==> config.mk <==
export PLATFORM = sky130hd
export DESIGN_NAME = wetc_scan
export DESIGN_NICKNAME = d
export VERILOG_FILES = /design/src/design/windowed_event_time_counter_assert.svh /design/src/design/wetc_pkg.sv /design/src/design/wetc_scan.sv
export SDC_FILE = /design/constraint.sdc
export NUM_CORES = 1
export LEC_CHECK = 0
export BUFFER_PORTS_ARGS = -buffer_cell sky130_fd_sc_hd__buf_2
export CELL_PAD_IN_SITES_DETAIL_PLACEMENT = 0
export CELL_PAD_IN_SITES_GLOBAL_PLACEMENT = 1
export CORE_AREA = 3 3 91 93
export CTS_CLUSTER_DIAMETER = 80
export DETAILED_ROUTE_END_ITERATION = 8
export DIE_AREA = 0 0 94 96
export GPL_TIMING_DRIVEN = 0
export PLACE_DENSITY_LB_ADDON = 0.1
export SETUP_SLACK_MARGIN = 0.02
export SLEW_MARGIN = 15
export SYNTH_ARGS = -nofsm -noshare
export SYNTH_HDL_FRONTEND = slang
export SYNTH_SLANG_ARGS = --single-unit
==> constraint.sdc <==
create_clock -name clk -period 6.8 [get_ports clk]
set_clock_uncertainty 0.15 [all_clocks]
set_input_delay 0.68 -clock clk [delete_from_list [all_inputs] [get_ports clk]]
set_output_delay 0.68 -clock clk [all_outputs]
set_load 0.05 [all_outputs]
==> src/design/windowed_event_time_counter_assert.svh <==
// Assertion macros for the windowed event time counter.
`ifndef WINDOWED_EVENT_TIME_COUNTER_ASSERT_SVH
`define WINDOWED_EVENT_TIME_COUNTER_ASSERT_SVH

// Same-cycle implication, sampled on clk, off during reset.
`define WETC_ASSERT_NOW(label, ante, cons, msg) \
    label: assert property (@(posedge clk) disable iff (!rst_n) (ante) |-> (cons)) \
        else $error(msg);

// Next-cycle implication, sampled on clk, off during reset.
`define WETC_ASSERT_NEXT(label, ante, cons, msg) \
    label: assert property (@(posedge clk) disable iff (!rst_n) (ante) |=> (cons)) \
        else $error(msg);

`endif

==> src/design/wetc_pkg.sv <==
// Shared types and constants for the windowed event time counter.
package wetc_pkg;

    localparam int WIN_W  = 12;
    localparam int END_W  = 13;
    localparam int TIME_W = 17;
    localparam int IDX_W  = 11;
    localparam int GRP_W  = 3;
    localparam int CNT_W  = 11;

    localparam logic [CNT_W-1:0] COUNT_MAX    = '1;
    localparam logic [WIN_W-1:0] WINDOW_RESET = 12'd60;

    localparam logic KIND_LOAD  = 1'b0;
    localparam logic KIND_QUERY = 1'b1;

    // Query command from the front end to the scanner.
    typedef struct packed {
        logic             go;
        logic             empty;
        logic [WIN_W-1:0] wstart;
        logic [END_W-1:0] wend;
    } scan_cmd_t;

    // Scanner status back to the front end.
    typedef struct packed {
        logic busy;
        logic done;
    } scan_stat_t;

endpackage

==> src/design/wetc_scan.sv <==
// Query scanner: walks an address range, compares each word, counts hits.
module wetc_scan
    import wetc_pkg::*;
#(
    parameter int ADDR_W = 11
)
(
    input  logic                     clk,
    input  logic                     rst_n,
    input  scan_cmd_t                cmd,
    input  logic [ADDR_W-1:0]        first_addr,
    input  logic [ADDR_W-1:0]        last_addr,
    output logic                     rd_en,
    output logic [ADDR_W-1:0]        rd_addr,
    input  logic signed [TIME_W-1:0] rd_data,
    output scan_stat_t               stat,
    output logic [CNT_W-1:0]         count
);

    localparam logic [1:0] ST_IDLE  = 2'd0;
    localparam logic [1:0] ST_SCAN  = 2'd1;
    localparam logic [1:0] ST_DRAIN = 2'd2;
    localparam logic [1:0] ST_DONE  = 2'd3;

    logic [1:0]        state_reg,  state_next;
    logic [ADDR_W-1:0] addr_reg,   addr_next;
    logic [ADDR_W-1:0] last_reg,   last_next;
    logic [WIN_W-1:0]  wstart_reg, wstart_next;
    logic [END_W-1:0]  wend_reg,   wend_next;
    logic              vld_reg,    vld_next;
    logic [CNT_W-1:0]  cnt_reg,    cnt_next;
    logic              hit;

    // Negative marks (never happened) fail on the sign bit.
    assign hit = !rd_data[TIME_W-1]
              && (rd_data[TIME_W-2:0] >= 16'(wstart_reg))
              && (rd_data[TIME_W-2:0] <= 16'(wend_reg));

    always_comb
    begin
        state_next  = state_reg;
        addr_next   = addr_reg;
        last_next   = last_reg;
        wstart_next = wstart_reg;
        wend_next   = wend_reg;
        vld_next    = (state_reg == ST_SCAN);
        cnt_next    = cnt_reg;

        if (vld_reg && hit && (cnt_reg != COUNT_MAX))
        begin
            cnt_next = cnt_reg + 1'b1;
        end

        unique case (state_reg)
            ST_IDLE:
            begin
                if (cmd.go)
                begin
                    addr_next   = first_addr;
                    last_next   = last_addr;
                    wstart_next = cmd.wstart;
                    wend_next   = cmd.wend;
                    cnt_next    = '0;
                    state_next  = cmd.empty ? ST_DONE : ST_SCAN;
                end
            end
            ST_SCAN:
            begin
                if (addr_reg == last_reg)
                begin
                    state_next = ST_DRAIN;
                end
                else
                begin
                    addr_next = addr_reg + 1'b1;
                end
            end
            ST_DRAIN:
            begin
                state_next = ST_DONE;
            end
            ST_DONE:
            begin
                state_next = ST_IDLE;
            end
            default:
            begin
                state_next = ST_IDLE;
            end
        endcase
    end

    always_ff @(posedge clk or negedge rst_n)
    begin
        if (!rst_n)
        begin
            state_reg <= ST_IDLE;
            vld_reg   <= 1'b0;
            cnt_reg   <= '0;
        end
        else
        begin
            state_reg <= state_next;
            vld_reg   <= vld_next;
            cnt_reg   <= cnt_next;
        end
    end

    always_ff @(posedge clk)
    begin
        addr_reg   <= addr_next;
        last_reg   <= last_next;
        wstart_reg <= wstart_next;
        wend_reg   <= wend_next;
    end

    assign rd_en     = (state_reg == ST_SCAN);
    assign rd_addr   = addr_reg;
    assign stat.busy = (state_reg != ST_IDLE);
    assign stat.done = (state_reg == ST_DONE);
    assign count     = cnt_reg;

endmodule

==> run summary <==
* filler cell count in the final layout: 727
* most used flip-flop cell after synthesis: sky130_fd_sc_hd__edfxtp_1
* max-slew violations: 0
* critical path's slowest cell: sky130_fd_sc_hd__a2111oi_2
* largest stage delay on the critical path: 0.47 ns
* minimum period implied by the final worst setup slack: 2.76 ns
* main combinational cell family by area after synthesis: adder cells
* status: finished, final reports clean
* cell area after placement: 3860 sq um
* number of antenna violations at the first check in global routing: 0
* Adder-Cell Fraction of Synth Area: 12.2%
* reg-to-reg slack, setup: 4.16 ns
* leading post-synthesis cells by instance count: 47 x sky130_fd_sc_hd__edfxtp_1, 33 x sky130_fd_sc_hd__inv_1, 32 x sky130_fd_sc_hd__ha_1
* overall die width: 94 um
* final setup violating endpoints: 0
* post-synthesis register bit count: 61
* antenna cell count: 0
* via count of the routed design: 2,461
* most repeated cell in the gate-level netlist after synthesis: sky130_fd_sc_hd__edfxtp_1
* GRT Overall Usage: 16.6%
* post-synth cell types: 45
* row count: 32
* net count after synthesis: 385
* number of cells produced by synthesis: 285
* clock transition time at the flip-flop clock pins of the worst setup and hold paths: 0.07 ns
* height of the chip: 96 um
* cells along the critical path: buf_2 > ha_1 > a211oi_1 > o211ai_2 > a2111oi_2 > a2111oi_4 > nand2_2 > buf_2 > o311ai_0 > o41ai_1
* actual transition at the worst max-transition pin: 0.754 ns
* main area contributors after synthesis: sky130_fd_sc_hd__edfxtp_1 43%, sky130_fd_sc_hd__ha_1 12%, sky130_fd_sc_hd__dfrtp_1 11%
* data arrival time at the worst-slack endpoint: 2.81 ns
* post-synthesis share of cell area spent on xor and xnor gates: 5.08%
* io pins: 93
* share of cells above drive strength 1: 29.5%
* final net count: 488
* core outline area: 7610 sq um
* critical path class: in2reg
* GPL Wtd Cong: 0.765
* Num Clock Sinks: 61
* critical-path maximum fanout: 10
* sequential-to-total area share from yosys stat: 53.8%
* post-detailed-routing wire length: 7060 um
* leakage component of the power: 1.81 nW
* crit end category: flop
* Post CTS Setup Buffer Count: 0
* post-synthesis cell type with the largest combined area: sky130_fd_sc_hd__edfxtp_1
* max capacitance violation total: 0
* cells resized by post-CTS repair: 0
* post-synthesis simple-gate area fraction: 11.4%
* Final HPWL DP: 5300 um
* max FFs per register: 13
* area fraction in compound gates after synthesis: 11.9%
* Yosys warnings: 0
* source-to-sink clock delay at the later pin of the worst-skew pair: 0.33 ns
* Async S/R FF share, synth: 23.0%
* dominant delay contributor by cell family on the critical path: compound AO/OA/AOI/OAI gates
* most common cell type on the critical path: sky130_fd_sc_hd__buf_2
* detailed router's first-iteration violation count: 50
* kind of start point of the critical path: input port
* average vias per placed instance: 4.97
* count of input and output buffers: 92
* Final Cycle Share: 40.6%
* H-Tree Depth: 3
* final antenna-violating net count: 0
* number of hold-slack violations in the final timing report: 0
* number of optimization iterations in the first detailed-route pass: 6
* buffer and inverter count on the worst path: 2
* CTS hold repair buffers: 0
* total CTS buffers: 9
* CTS tree: built
* Slew HR: 49.8%
* vias in the first global route: 2,428
* routed length per placed instance: 14.3 um
* cell at the root of the clock tree: sky130_fd_sc_hd__clkbuf_8
* # DRC: 0
* number of buffers on the longest clock path: 2
* required arrival time at the worst endpoint: 6.85 ns
* mapped cell area: 3280 sq um
* Tightest Hold Check Type: in2async
* P per Cell Area: 208 nW/um^2
* GR Overflow Total: 0
* global-route wire length before repair: 11,500 um
* effective utilization at floorplan: 43.1%
* maximum number of pins on one net before global-route repair: 46
* setup repair after global routing missed its margin: false
* multiplexer share of the synthesized area: 0.955%
* die area: 9020 sq um
* Max Clk Rate: 362 MHz
* top cell type's share of synthesized area: 43.1%
* total non-filler cell area in the finished layout: 4080 sq um
* synthesized area divided by synthesized cell count: 11.5 sq um
* number of enable flip-flop cells after synthesis: 47
* peak supply drop: 183 uV
* synthesis-to-layout area growth: 24.5%
* aggregate negative setup slack: 0 ns
## stage by stage
stage	std cells	total power, mW	utilization (%)	setup WS (ns)	hold WS [ns]
2_1_floorplan	285	0.469	-	4.08	0.234
3_3_place_gp	479	0.506	50.8	3.71	0.377
3_5_place_dp	479	0.507	50.8	3.70	0.381
4_1_cts	495	0.860	53.6	4.02	0.0838
5_1_grt	495	0.887	53.6	3.86	0.0874
6_report	495	0.849	53.6	4.04	0.0874
## cells by family after synthesis
logic type / Yosys count
AO/OA/AOI/OAI: 58
adder cells (fa/ha/maj): 32
AND/OR/NAND/NOR: 72
XOR/XNOR: 19
buffers and inverters: 40
flip-flops: 61
multiplexers: 3
## area by class of cell
cell class	instances	area [sq um]	share of cell area [%]
tap	102	128	3.13
multi-input combinational	184	1360	33.3
buffer	6	26.3	0.644
timing repair buffer	92	460	11.3
clock inverter	7	90.1	2.21
clock buffer	9	124	3.04
sequential	61	1760	43.2
inverter	34	129	3.16
## layer usage
metal	global-route usage, %	wire length [um]
met4	6.50	77
met3	4.38	393
met1	22.1	3240
met5	0	0
met2	26.1	3350
## path summary, 6_finish.rpt
kind,from,to,cells past startpoint
max in group asynchronous,rst_n,state_reg[0],1
min in group clk,cmd[24],wstart_reg[11],1
worst min register to register,count[10],count[10],2
worst max register to register,wstart_reg[9],count[2],10
worst min-delay path,rst_n,count[8],1
worst max-delay path,rd_data[9],count[2],10
## where the power goes
group          internal, mW  switching (mW)  leakage, nW
registers             0.406         0.00844        0.616
clock network         0.204           0.145        0.107
logic                0.0328          0.0517         1.09
## cells in the final DEF, fill, tap and decap left out, types with 2 or more instances in the layout
master and n:
sky130_fd_sc_hd__buf_2 95, sky130_fd_sc_hd__edfxtp_1 47, sky130_fd_sc_hd__inv_1 33, sky130_fd_sc_hd__ha_1 32, sky130_fd_sc_hd__a21oi_1 23, sky130_fd_sc_hd__nor2_1 16, sky130_fd_sc_hd__xnor2_1 15, sky130_fd_sc_hd__dfrtp_1 14
sky130_fd_sc_hd__nand2_1 13, sky130_fd_sc_hd__nand3_1 10, sky130_fd_sc_hd__o21ai_0 9, sky130_fd_sc_hd__clkbuf_8 9, sky130_fd_sc_hd__and3_1 7, sky130_fd_sc_hd__nand4_1 6, sky130_fd_sc_hd__o31ai_1 6, sky130_fd_sc_hd__xor2_1 4
sky130_fd_sc_hd__nor3_1 4, sky130_fd_sc_hd__or4_1 4, sky130_fd_sc_hd__or3_1 4, sky130_fd_sc_hd__o211ai_1 3, sky130_fd_sc_hd__clkinv_2 3, sky130_fd_sc_hd__clkbuf_1 2, sky130_fd_sc_hd__mux2i_1 2, sky130_fd_sc_hd__a21o_1 2
sky130_fd_sc_hd__nor2b_1 2, sky130_fd_sc_hd__a31oi_1 2, sky130_fd_sc_hd__o41ai_1 2, sky130_fd_sc_hd__bufinv_16 2
No activity file was read; power rests on OpenSTA's default activity.
